[src/rtl/tslf_pkg.sv]
// Package for the text stream line formatter.
// Holds character codes, sizes of the output run, and the shared types.
// No dependencies.
`timescale 1ns / 1ps
`default_nettype none

package tslf_pkg;

  // Digits in the line number prefix.
  localparam int NUMBER_DIGITS = 6;
  // Run storage: room for the number prefix and tab plus a four-byte tail.
  // A numbered run carries at most two tail bytes, so no run exceeds nine bytes.
  localparam int TAIL_MAX  = 4;
  localparam int RUN_MAX   = NUMBER_DIGITS + 1 + TAIL_MAX;
  localparam int RUN_CNT_W = $clog2(RUN_MAX + 1);
  localparam int CFG_INDEX_W = 3;

  typedef logic [7:0] byte_t;

  localparam byte_t CHAR_TAB    = 8'd9;
  localparam byte_t CHAR_LF     = 8'd10;
  localparam byte_t CHAR_CR     = 8'd13;
  localparam byte_t CHAR_SPACE  = 8'd32;
  localparam byte_t CHAR_DOLLAR = 8'h24;
  localparam byte_t CHAR_ZERO   = 8'h30;
  localparam byte_t CHAR_QMARK  = 8'h3F;
  localparam byte_t CHAR_I      = 8'h49;
  localparam byte_t CHAR_M      = 8'h4D;
  localparam byte_t CHAR_CARET  = 8'h5E;
  localparam byte_t CHAR_DEL    = 8'd127;
  localparam byte_t CARET_OFFSET = 8'd64;

  localparam logic REQ_DATA = 1'b0;
  localparam logic REQ_EOF  = 1'b1;

  typedef enum logic [CFG_INDEX_W-1:0] {
    REG_NUMBER_ALL       = 3'd0,
    REG_NUMBER_NONBLANK  = 3'd1,
    REG_SQUEEZE_BLANK    = 3'd2,
    REG_SHOW_LINE_ENDS   = 3'd3,
    REG_SHOW_TABS        = 3'd4,
    REG_SHOW_NONPRINTING = 3'd5
  } cfg_reg_t;

  typedef struct packed {
    logic number_all_lines;
    logic number_nonblank_lines;
    logic squeeze_blank_lines;
    logic show_line_ends;
    logic show_tabs;
    logic show_nonprinting;
  } cfg_t;

  // Line number kept as BCD digits, digit 0 least significant.
  typedef logic [NUMBER_DIGITS-1:0][3:0] bcd_t;

  typedef logic [RUN_MAX-1:0][7:0] run_data_t;

  typedef struct packed {
    run_data_t            data;
    logic [RUN_CNT_W-1:0] len;
  } run_t;

endpackage

`default_nettype wire

[src/rtl/text_stream_line_formatter_top.sv]
// Top level of the text stream line formatter.
// Holds the configuration registers; uses tslf_format, tslf_run_buf and tslf_pkg.
//
// Usage: the input channel (in_valid, in_stall, req_type, data_byte) carries
// one data byte or an end-of-file flush per transaction. Each one produces a
// run of zero to nine bytes on the output channel (out_valid, out_stall,
// out_byte, run_last), run_last marking the final byte of the run.
// The run is built in the cycle the input transaction is taken and stored in
// the run register; its first byte appears on the next cycle. The run
// register sends one byte per cycle while the receiver does not stall: plain
// bytes stream at one per cycle, while a numbered line start (six digits, a tab
// and up to two more bytes) holds the input until its whole run has been
// taken. A new item is taken in the same cycle the last byte of the previous
// run is taken.
// Items that give an empty run (a held carriage return, a squeezed blank
// line) are absorbed without output.
// When the receiver stalls, the current byte holds; in_stall stays high while
// any byte of a run is waiting and drops only in the cycle its last byte is
// taken. Reset clears the options, sets the line number to one and treats the
// stream as being at the start of a line.
// Configuration is written through cfg_write, cfg_index and cfg_data while idle.
`timescale 1ns / 1ps
`default_nettype none

module text_stream_line_formatter_top (
  input  logic                             clk,
  input  logic                             rst,
  input  logic                             cfg_write,
  input  logic [tslf_pkg::CFG_INDEX_W-1:0] cfg_index,
  input  logic                             cfg_data,
  input  logic                             in_valid,
  output logic                             in_stall,
  input  logic                             req_type,
  input  logic [7:0]                       data_byte,
  output logic                             out_valid,
  input  logic                             out_stall,
  output logic [7:0]                       out_byte,
  output logic                             run_last
);
  import tslf_pkg::*;

  cfg_t cfg;
  run_t run;
  logic load;

  always_ff @(posedge clk) begin
    if (rst) begin
      cfg <= '0;
    end else if (cfg_write) begin
      unique case (cfg_reg_t'(cfg_index))
        REG_NUMBER_ALL:       cfg.number_all_lines      <= cfg_data;
        REG_NUMBER_NONBLANK:  cfg.number_nonblank_lines <= cfg_data;
        REG_SQUEEZE_BLANK:    cfg.squeeze_blank_lines   <= cfg_data;
        REG_SHOW_LINE_ENDS:   cfg.show_line_ends        <= cfg_data;
        REG_SHOW_TABS:        cfg.show_tabs             <= cfg_data;
        REG_SHOW_NONPRINTING: cfg.show_nonprinting      <= cfg_data;
        default: ;
      endcase
    end
  end

  tslf_format u_format (
    .clk       (clk),
    .rst       (rst),
    .cfg       (cfg),
    .take      (load),
    .req_type  (req_type),
    .data_byte (data_byte),
    .run       (run)
  );

  tslf_run_buf u_run_buf (
    .clk       (clk),
    .rst       (rst),
    .in_valid  (in_valid),
    .in_stall  (in_stall),
    .run       (run),
    .load      (load),
    .out_valid (out_valid),
    .out_stall (out_stall),
    .out_byte  (out_byte),
    .run_last  (run_last)
  );

endmodule

`default_nettype wire

[src/rtl/tslf_format.sv]
// Formatter state and run builder for the text stream line formatter.
// Builds the whole output run of one transaction and updates state on take.
// Depends on tslf_pkg.
`timescale 1ns / 1ps
`default_nettype none

module tslf_format (
  input  logic          clk,
  input  logic          rst,
  input  tslf_pkg::cfg_t cfg,
  input  logic          take,
  input  logic          req_type,
  input  logic [7:0]    data_byte,
  output tslf_pkg::run_t run
);
  import tslf_pkg::*;

  byte_t prev_byte;
  byte_t prev_byte_next;
  bcd_t  line_bcd;
  bcd_t  line_bcd_next;
  logic [1:0] blank_run;
  logic [1:0] blank_run_next;

  logic held;
  logic is_lf;
  logic prev_lf;
  logic number_fire;
  logic [1:0][7:0] hp;
  logic [1:0] hp_len;
  logic [1:0][7:0] bp;
  logic [1:0] bp_len;
  logic [TAIL_MAX-1:0][7:0] tail;
  logic [2:0] tail_len;
  logic [NUMBER_DIGITS:0][7:0] prefix;
  logic lead;
  logic all_nine;
  logic carry;
  logic [3:0] dg;

  // Saturating BCD increment of the line number.
  always_comb begin
    all_nine = 1'b1;
    carry = 1'b1;
    line_bcd_next = line_bcd;
    for (int i = 0; i < NUMBER_DIGITS; i++) begin
      if (line_bcd[i] != 4'd9) all_nine = 1'b0;
      if (carry) begin
        if (line_bcd[i] == 4'd9) begin
          line_bcd_next[i] = 4'd0;
        end else begin
          line_bcd_next[i] = line_bcd[i] + 4'd1;
          carry = 1'b0;
        end
      end
    end
    if (all_nine) line_bcd_next = line_bcd;
  end

  // Number prefix: right-justified digits with leading spaces, then tab.
  always_comb begin
    lead = 1'b1;
    dg = 4'd0;
    for (int i = 0; i < NUMBER_DIGITS; i++) begin
      dg = line_bcd[NUMBER_DIGITS-1-i];
      if (lead && dg == 4'd0 && i != NUMBER_DIGITS - 1) begin
        prefix[i] = CHAR_SPACE;
      end else begin
        lead = 1'b0;
        prefix[i] = CHAR_ZERO + {4'd0, dg};
      end
    end
    prefix[NUMBER_DIGITS] = CHAR_TAB;
  end

  always_comb begin
    held    = (prev_byte == CHAR_CR);
    is_lf   = (data_byte == CHAR_LF);
    prev_lf = (prev_byte == CHAR_LF);
    prev_byte_next = prev_byte;
    blank_run_next = blank_run;
    number_fire = 1'b0;
    hp = '0;
    hp_len = 2'd0;
    bp = '0;
    bp_len = 2'd0;

    if (req_type == REQ_EOF) begin
      if (held) begin
        hp[0] = CHAR_CR;
        hp_len = 2'd1;
        prev_byte_next = 8'd0;
      end
    end else begin
      blank_run_next = 2'd0;
      if (cfg.squeeze_blank_lines && is_lf && prev_lf) begin
        blank_run_next = (blank_run == 2'd3) ? 2'd3 : blank_run + 2'd1;
      end

      // With squeezing on, a second or later blank line in a row vanishes entirely.
      if (!blank_run_next[1]) begin
        if (cfg.number_nonblank_lines) number_fire = prev_lf && !is_lf;
        else number_fire = cfg.number_all_lines && prev_lf;

        if (is_lf) begin
          if (held) begin
            if (cfg.show_line_ends) begin
              hp[0] = CHAR_CARET;
              hp[1] = CHAR_M;
              hp_len = 2'd2;
            end else begin
              hp[0] = CHAR_CR;
              hp_len = 2'd1;
            end
          end
          if (cfg.show_line_ends) begin
            bp[0] = CHAR_DOLLAR;
            bp[1] = CHAR_LF;
            bp_len = 2'd2;
          end else begin
            bp[0] = CHAR_LF;
            bp_len = 2'd1;
          end
          prev_byte_next = CHAR_LF;
        end else begin
          if (held) begin
            hp[0] = CHAR_CR;
            hp_len = 2'd1;
          end
          if (data_byte == CHAR_CR && cfg.show_line_ends && !cfg.show_nonprinting) begin
            // Hold the carriage return until the next byte is seen.
            prev_byte_next = CHAR_CR;
          end else begin
            if (cfg.show_nonprinting && data_byte == CHAR_DEL) begin
              bp[0] = CHAR_CARET;
              bp[1] = CHAR_QMARK;
              bp_len = 2'd2;
            end else if (cfg.show_nonprinting && data_byte < CHAR_SPACE
                         && data_byte != CHAR_TAB) begin
              bp[0] = CHAR_CARET;
              bp[1] = data_byte + CARET_OFFSET;
              bp_len = 2'd2;
            end else if (cfg.show_tabs && data_byte == CHAR_TAB) begin
              bp[0] = CHAR_CARET;
              bp[1] = CHAR_I;
              bp_len = 2'd2;
            end else begin
              bp[0] = data_byte;
              bp_len = 2'd1;
            end
            prev_byte_next = (data_byte == CHAR_CR) ? 8'd0 : data_byte;
          end
        end
      end
    end
  end

  // Tail of the run: held part followed by the body.
  always_comb begin
    tail = '0;
    case (hp_len)
      2'd0: begin
        tail[0] = bp[0];
        tail[1] = bp[1];
      end
      2'd1: begin
        tail[0] = hp[0];
        tail[1] = bp[0];
        tail[2] = bp[1];
      end
      default: begin
        tail[0] = hp[0];
        tail[1] = hp[1];
        tail[2] = bp[0];
        tail[3] = bp[1];
      end
    endcase
    tail_len = {1'b0, hp_len} + {1'b0, bp_len};
  end

  always_comb begin
    run.data = '0;
    if (number_fire) begin
      for (int i = 0; i <= NUMBER_DIGITS; i++) run.data[i] = prefix[i];
      for (int k = 0; k < TAIL_MAX; k++) run.data[NUMBER_DIGITS+1+k] = tail[k];
      run.len = RUN_CNT_W'(NUMBER_DIGITS + 1) + RUN_CNT_W'(tail_len);
    end else begin
      for (int k = 0; k < TAIL_MAX; k++) run.data[k] = tail[k];
      run.len = RUN_CNT_W'(tail_len);
    end
  end

  always_ff @(posedge clk) begin
    if (rst) begin
      prev_byte <= CHAR_LF;
      line_bcd  <= bcd_t'(1);
      blank_run <= 2'd0;
    end else if (take) begin
      prev_byte <= prev_byte_next;
      blank_run <= blank_run_next;
      if (number_fire) line_bcd <= line_bcd_next;
    end
  end

endmodule

`default_nettype wire

[src/rtl/tslf_run_buf.sv]
// Output run register of the text stream line formatter.
// Loads a whole run and shifts it out one byte per transaction.
// Depends on tslf_pkg.
`timescale 1ns / 1ps
`default_nettype none

module tslf_run_buf (
  input  logic           clk,
  input  logic           rst,
  input  logic           in_valid,
  output logic           in_stall,
  input  tslf_pkg::run_t run,
  output logic           load,
  output logic           out_valid,
  input  logic           out_stall,
  output logic [7:0]     out_byte,
  output logic           run_last
);
  import tslf_pkg::*;

  run_data_t            run_data;
  logic [RUN_CNT_W-1:0] cnt;
  logic                 pop;
  logic                 free;

  assign out_valid = (cnt != '0);
  assign out_byte  = run_data[0];
  assign run_last  = (cnt == RUN_CNT_W'(1));
  assign pop       = out_valid && !out_stall;
  // A new run may enter in the same cycle the last byte of the old one leaves.
  assign free      = !out_valid || (run_last && pop);
  assign in_stall  = !free;
  assign load      = in_valid && free;

  always_ff @(posedge clk) begin
    if (rst) begin
      cnt <= '0;
    end else if (load) begin
      cnt <= run.len;
    end else if (pop) begin
      cnt <= cnt - RUN_CNT_W'(1);
    end
  end

  always_ff @(posedge clk) begin
    if (load) begin
      run_data <= run.data;
    end else if (pop) begin
      run_data <= {8'h00, run_data[RUN_MAX-1:1]};
    end
  end

  a_load_when_free: assert property (@(posedge clk) disable iff (rst)
    load |-> (cnt == '0 || (cnt == RUN_CNT_W'(1) && pop)))
    else $error("run loaded over bytes not yet sent");

  a_cnt_range: assert property (@(posedge clk) disable iff (rst)
    cnt <= RUN_CNT_W'(RUN_MAX))
    else $error("run count out of range");

  a_pop_count: assert property (@(posedge clk) disable iff (rst)
    (pop && !load) |=> cnt == $past(cnt) - RUN_CNT_W'(1))
    else $error("run count did not step down on a sent byte");

  a_load_shows: assert property (@(posedge clk) disable iff (rst)
    (load && run.len != '0) |=> (out_valid && out_byte == $past(run.data[0])))
    else $error("loaded run not presented");

endmodule

`default_nettype wire

[config.mk]
export PLATFORM = sky130hd
export DESIGN_NAME = text_stream_line_formatter_top
export DESIGN_NICKNAME = d
export VERILOG_FILES = /design/src/rtl/tslf_pkg.sv /design/src/rtl/text_stream_line_formatter_top.sv /design/src/rtl/tslf_format.sv /design/src/rtl/tslf_run_buf.sv
export SDC_FILE = /design/constraint.sdc
export NUM_CORES = 1
export LEC_CHECK = 0
export ABC_AREA = 1
export BUFFER_PORTS_ARGS = -buffer_cell sky130_fd_sc_hd__buf_2
export CAP_MARGIN = 10
export CORE_MARGIN = 5
export CORE_UTILIZATION = 40
export CTS_CLUSTER_SIZE = 30
export DETAILED_ROUTE_END_ITERATION = 16
export PLACE_DENSITY = 0.6
export SLEW_MARGIN = 5
export SYNTH_ARGS = -nofsm -noshare
export SYNTH_HDL_FRONTEND = slang
export SYNTH_SLANG_ARGS = --single-unit
[constraint.sdc]
create_clock -name clk -period 5.3 [get_ports clk]
set_input_delay 0.265 -clock clk [delete_from_list [all_inputs] [get_ports clk]]
set_output_delay 0.265 -clock clk [all_outputs]
set_load 0.02 [all_outputs]
==> results of run 1 <==
-- metrics by stage --
step                      area [um^2]  std cells  utilization
after floorplan                  6984        852            -
after global placement           7239       1075       0.4215
after detailed placement         7239       1075       0.4215
after CTS                        7811       1106       0.4548
after global routing             7811       1106       0.4548
final                            7811       1106       0.4548
-- placed cells by master, fill, tap and decap left out, types with 2 or more instances in the layout --
cell,synthesis,layout
nor2_4,8,8
clkinv_2,0,4
ha_1,6,6
o221ai_1,2,2
xor2_1,8,8
nor2_2,8,8
edfxtp_1,88,88
nand2_1,211,210
nor4_1,4,4
a211oi_1,2,2
conb_1,1,8
dfxtp_1,44,44
inv_1,92,92
nor3_1,9,9
buf_4,12,2
nor2_1,82,82
nand3_1,74,74
clkbuf_1,11,3
a31oi_1,6,6
bufinv_16,0,3
nand2_2,8,8
or2_2,2,2
o211ai_1,8,8
o21bai_1,2,2
nand3_2,4,4
clkinv_1,0,2
buf_2,7,28
o21ai_1,4,4
inv_2,15,15
o31ai_1,3,3
nand4_1,18,18
o21ai_0,51,51
inv_4,2,2
a21oi_1,41,41
clkbuf_16,0,17
-- worst max-delay path, cell delays in order (launching register included) --
cell	delay, ns
dfxtp_1	0.35
inv_1	0.08
ha_1	0.22
nand2_1	0.10
nand2_1	0.08
nand2_2	0.09
buf_4	0.51
nand2_4	0.67
buf_4	0.46
-- cell families after synthesis --
logic type,count (synthesis),share of synthesized area
AOI/OAI and AO/OA,122,0.09693
DFF,132,0.5064
buffers and inverters,141,0.08667
xor gates and xnor gates,8,0.01007
and+or+nand+nor,434,0.2857
adders and majority gates,7,0.01367
other,1,0.0005390
-- cell type report --
type | count | area [um^2] | area share
Tap cell | 225 | 281.5 | 0.03604
Clock buffer | 20 | 436.7 | 0.05590
Timing Repair Buffer | 30 | 155.1 | 0.01986
Inverter | 109 | 414.1 | 0.05302
Multi-Input combinational cell | 579 | 2865 | 0.3668
Sequential cell | 132 | 3523 | 0.4511
Clock inverter | 11 | 135.1 | 0.01730
-- flip-flops by register name, indices dropped and copies added, names as in the netlist --
signal and flops:
u_format.line_bcd 20, u_format.dg 4, u_run_buf.cnt 4, u_run_buf.out_byte 8, u_format.blank_run 2, u_run_buf.run_data 80, u_format.prev_byte 8, cfg 6
-- metal layers --
metal  track usage  wire length (um)  vias up
met2        0.2756              7645      132
li1              -                 -     2843
met5             0                 0        -
met3       0.04314               721       32
met4       0.06364               397        0
met1        0.2232              7432     2572
-- power breakdown --
part	switching (W)	internal (W)	total, W
combinational	0.000735	0.000304	0.00104
sequential	0.000115	0.00170	0.00182
clock	0.000433	0.000731	0.00116
-- final timing paths --
kind                                                             end  slack [ns]  cells past startpoint
worst max-delay path            u_run_buf.run_data[80]$_SDFFCE_PN0P_        2.41                      8
worst min-delay path              u_format.prev_byte[1]$_SDFFE_PP1P_        0.12                      3
worst max register to register  u_run_buf.run_data[80]$_SDFFCE_PN0P_        2.41                      8
worst min register to register                   cfg[5]$_SDFFE_PP0P_        0.47                      2
==> results by group, run 1 <==
Timing
  • Hold_ws: 0.1233 ns
  • Final hold vios: 0
  • Final worst-path cycle share: 0.5444
  • Setup ws final: roughly 2.4 ns
  • Pins Over Slew Limit: 0
  • Crit path time final: around 2.9 ns
  • Final setup violating endpoints: 0
  • Setup TNS: 0 ns
  • Slew @ Worst Pin: 0.9462 ns
  • RSZ-0062 raised after global routing: no
  • Slew margin rel.: 0.3692
  • Max Freq: roughly 350 MHz
  • Layout Skew: 0.007668 ns

Route
  • Pre-Repair DR Iteration Count: 5
  • Remaining DRCs: 0
  • Drt via density: just over 5
  • Detailed Route WL: approximately 16 mm
  • DR vias: 5579
  • DRT iter0 DRCs: 527
  • Routed Antenna Nets: 0
  • Avg WL per Cell: 14.64 um

Die
  • Rows: 48
  • IO Pins: 29
  • Core area: 17180 um^2
  • Die extent in x: between 100 and 150 um
  • Die Ht: about 140 um
  • Initial Util: 0.4051
  • Die ar.: about 20000 um^2

Setup path
  • Worst endpoint required time: ~5.5 ns
  • Crit start category: flip-flop
  • RR Startpoint: u_run_buf.cnt[0]$_SDFFE_PP0P_
  • Worst Path Arrival: about 3.0 ns
  • Start point of the critical path: u_run_buf.cnt[0]$_SDFFE_PP0P_
  • Max FO, Critical Path: 73
  • Crit path kind: flip-flop to flip-flop
  • Crit. End Element: flip-flop

Clock tree
  • Clk buf depth: 2
  • Htree depth: 4
  • Clk root buf: clkbuf_16
  • Setup bufs post-CTS: 0
  • Post-cts repair resize count: 0
  • Number of buffers created by CTS: 17
  • Clk sink count: about 130
  • Clock Latency Late Sink: 0.43 ns
  • Hold_buf cts: 0
  • CTS tree: done
  • Clock-pin slew on the worst setup and hold paths: approximately 0.06 ns

GRT
  • Number of global-route vias before repair: ~5400
  • Total grt overflow: 0
  • Total track usage: 0.1712
  • First-pass GRT wire length: around 27 mm
  • Antenna violations before repair: 0
  • Largest net degree at the start of global routing: 74

Run status
  • Status: finished, final reports clean

Synth
  • Largest area contributor in the netlist: edfxtp_1
  • Count leader, synth: nand2_1
  • Flops & latches, synth: ~130
  • Synth top area share: 0.3798
  • Yosys cell types: 42
  • Sequential area share after synthesis: 0.5064
  • Share of synthesized registers carrying an async set or reset: 0
  • Post-synth EDFFs: 88
  • Synthesized instance count: ~850
  • Synth top area cells: edfxtp_1, dfxtp_1, nand2_1, nand3_1, inv_1
  • Mapped cell area: 6958 um^2
  • Most common flop cell mapped by yosys: edfxtp_1
  • Yosys warns: 0
  • Most frequent cells after synthesis: nand2_1, inv_1, edfxtp_1
  • Post-Syn Area per Cell: between 8 and 9 um^2

Cells and area
  • Ant diodes: 0
  • # fillers: roughly 1700
  • Layout cells sized above 1: 0.1237
  • Nets: roughly 890
  • Syn-to-layout area delta: 12.26%

Min path
  • Min-delay src: data_byte[1]
  • Hold Path Class: input pin to flip-flop

Placement
  • RD Place Congestion: ~0.87
  • IO buf count: 28
  • Pre-CTS WS: around 2.3 ns
  • Detailed placement HPWL: between 10 and 15 mm

Power
  • Total power: 0.004019 W
  • Pwr/cell area: between 500 and 600 nW/um^2
  • Maximum vdd ir drop: between 0.5 and 0.6 mV
  • P_leak: ~3.2 nW

Run
  • Max_cap viols: 0
Note: power is estimated with default switching activity, not from simulation.
==> inputs of run 2 (changes only) <==
- PLACE_DENSITY: 0.6 -> 0.62
- clock period: 5.3 -> 2.6 ns (I/O delays scaled with it)
==> run 2 against run 1 <==
  * Critical path depth rose by 7
  * Cell area rose by 4.6%
  * Cell count rose by 2.4%
  * Die area did not move
  * Routed wire length rose by 2.6%
  * Clock power rose by 120%
  * Sequential share of layout area fell by 1.9 points
  * Sequential power rose by 100%
  * First-iteration DRC count rose by 3.0%
  * Count of clock-buffer cells in the layout fell by 3
  * Fmax rose by 18%
  * Register-to-register slack got worse by 2.3 ns
  * Critical endpoint is now u_run_buf.cnt[1]$_SDFFE_PP0P_
  * Largest power group unchanged
==> results by group, run 2 (synthesis gave the netlist of run 1 again) <==
Route
  • Pre-Repair DR Iteration Count: 5
  • DRT iter0 DRCs: roughly 540
  • Remaining DRCs: 0
  • DR vias: 5734
  • Drt via density: between 5 and 6
  • Avg WL per Cell: roughly 15 um
  • Routed Antenna Nets: 0
  • Detailed Route WL: between 15 and 20 mm

Clock tree
  • Clock-pin slew on the worst setup and hold paths: ~0.070 ns
  • Number of buffers created by CTS: 17
  • Htree depth: 4
  • Clk sink count: roughly 130
  • Clk root buf: clkbuf_16
  • Clock Latency Late Sink: between 0.4 and 0.5 ns
  • Clk buf depth: 2
  • CTS tree: done

Setup path
  • Worst Path Arrival: about 2.8 ns
  • Crit Reg-Reg Endpoint: u_run_buf.cnt[1]$_SDFFE_PP0P_
  • Worst endpoint required time: between 2 and 3 ns
  • Crit. End Element: flip-flop
  • Crit path kind: flip-flop to flip-flop
  • R2R Setup Slk: 0.16 ns
  • Crit start category: flip-flop
  • Reg2reg path depth: 15
  • RR Startpoint: u_format.prev_byte[3]$_SDFFE_PP1P_
  • Max FO, Critical Path: 3

Placement
  • IO buf count: 28
  • Post-Place Cells: 1096
  • RD Place Congestion: just over 0.9
  • Placed inst area: around 7400 um^2
  • Detailed placement HPWL: 11.57 mm

Cells and area
  • Final cell count without fillers: between 1000 and 1500
  • Largest Register: u_run_buf.run_data
  • Commonest cells after routing, fill and taps aside: nand2_1, inv_1, edfxtp_1, nor2_1, nand3_1
  • Final Cell Area: ~8200 um^2
  • Syn-to-layout area delta: 17.46%
  • Reg area: 3528 um^2
  • Largest register FFs: 80
  • # fillers: approximately 1700
  • Nets: slightly above 900
  • Biggest regs: u_run_buf.run_data x80, u_format.line_bcd x20
  • Layout cells sized above 1: 0.1753
  • Util after Layout: 0.4758
  • Footprint of the multi-input gates: 2929 um^2
  • Most common cell after layout, fill and taps aside: nand2_1
  • Ant diodes: 0

GRT
  • Largest net degree at the start of global routing: 62
  • Number of global-route vias before repair: approximately 5400
  • Total track usage: 0.1711
  • First-pass GRT wire length: roughly 27 mm
  • Total grt overflow: 0
  • Antenna violations before repair: 0

Die
  • Die extent in x: around 140 um
  • Die ar.: a little over 20000 um^2
  • Core area: between 15000 and 20000 um^2
  • Rows: 48
  • IO Pins: 29
  • Die Ht: 141.9 um
  • Initial Util: 0.4051

Timing
  • Pins Over Slew Limit: 0
  • Max Freq: between 400 and 500 MHz
  • Layout Skew: ~0.012 ns
  • Final hold vios: 0
  • Final setup violating endpoints: 0
  • Crit path time final: 2.437 ns
  • Final worst-path cycle share: 0.9374
  • Setup TNS: 0 ns
  • Slew @ Worst Pin: 0.5760 ns
  • Slew margin rel.: 0.6156

Power
  • Pwr/cell area: roughly 1000 nW/um^2
  • Maximum vdd ir drop: 0.7208 mV
  • P_leak: between 3 and 4 nW
  • Total power: 0.008581 W

Run status
  • Status: finished, final reports clean

Run
  • Max_cap viols: 0

Min path
  • Endpoint, Worst Hold: u_format.prev_byte[5]$_SDFFE_PP0P_
  • Min-Delay Path Depth: 3
  • Min-delay src: data_byte[5]
  • Hold Path Class: input pin to flip-flop
[run 2: area by class of cell]
cell class | count | area share
timing repair buffer | 55 | 0.04746
tap | 225 | 0.03445
sequential | 132 | 0.4317
clock inverter | 15 | 0.02495
multi-input combinational | 579 | 0.3584
inverter | 109 | 0.05098
clock buffer | 17 | 0.05205
[run 2: worst max-delay path by stage]
stage | startpoint | depth (start not counted) | slack, ns | to
global route | u_format.prev_byte[1]$_SDFFE_PP1P_ | 15 | -0.004 | u_run_buf.cnt[1]$_SDFFE_PP0P_
global placement | data_byte[7] | 16 | 0.02 | u_run_buf.cnt[1]$_SDFFE_PP0P_
detailed placement | data_byte[7] | 16 | -0.02 | u_run_buf.cnt[1]$_SDFFE_PP0P_
finish | u_format.prev_byte[3]$_SDFFE_PP1P_ | 15 | 0.16 | u_run_buf.cnt[1]$_SDFFE_PP0P_
CTS | data_byte[1] | 16 | 0.07 | u_run_buf.cnt[1]$_SDFFE_PP0P_
floorplan | data_byte[7] | 17 | 0.04 | u_run_buf.cnt[1]$_SDFFE_PP0P_
[run 2: worst max-delay path, stage by stage (launching register included)]
cell	delay, ns
dfxtp_2	0.33
nand2_1	0.05
inv_1	0.06
nand2_2	0.07
nor2_4	0.14
nand4_4	0.10
nand2_2	0.12
nor2_4	0.04
o21a_1	0.11
ha_2	0.18
fa_1	0.56
inv_1	0.07
ha_1	0.27
o21ai_1	0.06
o21ai_1	0.14
inv_1	0.05
[run 2: through the flow]
stage,setup WS [ns],hold WS (ns)
global placement,0.02050,0.4145
CTS,0.06850,0.004123
floorplan,0.03531,0.2561
finish,0.1626,0.02380
detailed placement,-0.01958,0.4373
global route,-0.003586,0.01513
[run 2: per-layer routing]
| layer | GRT usage | part of all wire |
|---|---|---|
| met2 | 0.2808 | 0.47 |
| met3 | 0.03505 | 0.046 |
| met4 | 0.05909 | 0.021 |
| met1 | 0.2255 | 0.46 |
| met5 | 0 | 0 |
[run 2: what timing repair did]
item | CTS | global route
buffers inserted | 0 | 4
gates resized for setup | 0 | 27
hold buffers | 1 | 0
endpoints found under the hold margin | 1 | 0
setup endpoints to repair | 0 | 2
[run 2: power breakdown]
part | internal [W] | leakage, nW | total, W | switching, W
clock network | 0.00161 | 0.298 | 0.00258 | 0.000968
logic | 0.000761 | 1.88 | 0.00233 | 0.00156
registers | 0.00345 | 1.23 | 0.00368 | 0.000228
total | 0.00582 | 3.41 | 0.00858 | 0.00276
==> inputs of run 3 (changes only) <==
- SETUP_SLACK_MARGIN: unset -> 0.4
==> run 3 against run 2 <==
  * Die area stayed put
  * First-iteration DRC count is 19% lower
  * Cell count is 0.35% higher
  * Largest power group unchanged
  * Sequential power hardly changed
  * Global-route usage is 0.64 points higher
  * Fmax is 4.1% higher
  * Critical path depth is 1 higher
  * Worst hold slack worse by 0.0071 ns
  * Count of clock-buffer cells in the layout is 1 higher
==> results by group, run 3 (synthesis gave the netlist of run 1 again) <==
Timing
  • Final setup violating endpoints: 0
  • Setup TNS: 0 ns
  • Pins Over Slew Limit: 0
  • Layout Skew: 0.01528 ns
  • Final hold vios: 0
  • Max Freq: between 400 and 500 MHz
  • RSZ-0062 raised after global routing: yes
  • Final worst-path cycle share: 0.9009
  • Slew @ Worst Pin: ~0.59 ns
  • Crit path time final: between 2 and 2.5 ns
  • Slew margin rel.: 0.6057

GRT
  • Number of global-route vias before repair: ~5600
  • Total grt overflow: 0
  • First-pass GRT wire length: about 28 mm
  • Largest net degree at the start of global routing: 53
  • Total track usage: 0.1775
  • Antenna violations before repair: 0

Die
  • Rows: 48
  • IO Pins: 29
  • Die ar.: 20130 um^2
  • Core area: between 15000 and 20000 um^2
  • Initial Util: 0.4051
  • Die extent in x: 141.9 um
  • Die Ht: roughly 140 um

Cells and area
  • Ant diodes: 0
  • Syn-to-layout area delta: 18.04%
  • Commonest cells after routing, fill and taps aside: nand2_1, edfxtp_1, inv_1, nor2_1, nand3_1
  • Most common cell after layout, fill and taps aside: nand2_1
  • Nets: slightly above 900
  • Layout cells sized above 1: 0.1833
  • Biggest regs: u_run_buf.run_data x80, u_format.line_bcd x20
  • Util after Layout: 0.4781
  • Largest register FFs: 80
  • Largest Register: u_run_buf.run_data
  • # fillers: about 1700

Clock tree
  • Clk sink count: between 100 and 150
  • Htree depth: 4
  • Clock-pin slew on the worst setup and hold paths: 0.07 ns
  • Number of buffers created by CTS: 17
  • CTS tree: done
  • Clk root buf: clkbuf_16
  • Clock Latency Late Sink: roughly 0.42 ns
  • Clk buf depth: 2

Route
  • Avg WL per Cell: between 15 and 20 um
  • Drt via density: between 5 and 6
  • Detailed Route WL: approximately 17 mm
  • DRT iter0 DRCs: roughly 440
  • Remaining DRCs: 0
  • Pre-Repair DR Iteration Count: 5
  • DR vias: 5762
  • Routed Antenna Nets: 0

Setup path
  • Crit start category: flip-flop
  • Crit path cell chain: nor2_1, nand2_1, nor2_4, nand4_4, nand2_4, nor2_4, o21a_1, ha_4, fa_1, inv_2, ha_4, nand3_2, nand2_1, nand2_1, nand2_1, a21oi_1
  • Max FO, Critical Path: 2
  • Worst endpoint required time: just under 3 ns
  • Crit path kind: flip-flop to flip-flop
  • CP bufs+invs: 1
  • Cell repeated most along the worst path: nand2_1
  • Crit. End Element: flip-flop
  • Delay-heaviest family, CP: adder cells
  • CP max-delay cell: fa_1
  • Worst Path Arrival: approximately 2.7 ns
  • CP max stage delay: 0.51 ns

Placement
  • IO buf count: 28
  • RD Place Congestion: 0.9049
  • Detailed placement HPWL: between 10 and 15 mm

Power
  • P_leak: 3.369 nW
  • Maximum vdd ir drop: between 0.8 and 0.9 mV
  • Pwr/cell area: between 1000 and 1500 nW/um^2

Run status
  • Status: finished, final reports clean

Min path
  • Hold Path Class: input pin to flip-flop

Run
  • Max_cap viols: 0
run 3: per-layer routing:
layer,vias up,wire length [um],track usage
met5,-,0,0
met4,0,348,0.06616
met3,25,729,0.03539
met2,124,8159,0.2906
met1,2700,7819,0.2331
li1,2913,-,-
run 3: worst register-to-register path, delay by kind of cell (launching register included):
family	cells	cell delay (ns)
DFF	1	0.31
and+or+nand+nor	10	0.81
AOI/OAI and AO/OA	2	0.27
buffers and inverters	1	0.06
adders and majority gates	3	0.83
run 3: final timing paths:
check                                      from                                  to  slack [ns]  cells after the start
max          u_format.prev_byte[6]$_SDFFE_PP0P_       u_run_buf.cnt[2]$_SDFFE_PP0P_        0.26                     16
min                                data_byte[5]  u_format.prev_byte[5]$_SDFFE_PP0P_        0.02                      3
max reg2reg  u_format.prev_byte[6]$_SDFFE_PP0P_       u_run_buf.cnt[2]$_SDFFE_PP0P_        0.26                     16
min reg2reg  u_format.prev_byte[3]$_SDFFE_PP1P_  u_format.prev_byte[3]$_SDFFE_PP1P_        0.46                      2
run 3: stage by stage:
step	hold slack (ns)	std cells	cell area [um^2]	power [W]	worst slack (ns)
floorplan	0.2560	852	7056	0.005402	0.1481
global placement	0.4112	1096	7482	0.006004	0.05055
detailed placement	0.4255	1096	7482	0.006052	0.005530
CTS	0.006476	1135	8135	0.008378	0.2416
global route	0.04494	1136	8213	0.008820	0.1272
finish	0.01674	1136	8213	0.008324	0.2576
run 3: power breakdown:
part           total [W]  switching, W  internal, W  leakage [nW]
Combinational    0.00237       0.00161     0.000755          1.88
Clock            0.00228      0.000957      0.00132         0.255
Sequential       0.00368      0.000228      0.00345          1.23
run 3: layout make-up:
type,instances,area (um^2),share of cell area
Clock buffer,18,429.2,0.05225
Inverter,109,432.9,0.05271
Sequential cell,132,3528,0.4296
Clock inverter,14,130.1,0.01584
Timing Repair Buffer,58,412.9,0.05027
Tap cell,225,281.5,0.03428
Multi-Input combinational cell,580,2998,0.3650
run 3: repair_timing:
action / 4_1_cts / 5_1_grt
setup buffers: 5 / 1
hold buffers: 1 / 0
cloned: 1 / 0
setup endpoints to repair: 21 / 52
pin swaps: 12 / 3
resized for setup: 11 / 13
endpoints found under the hold margin: 1 / 0
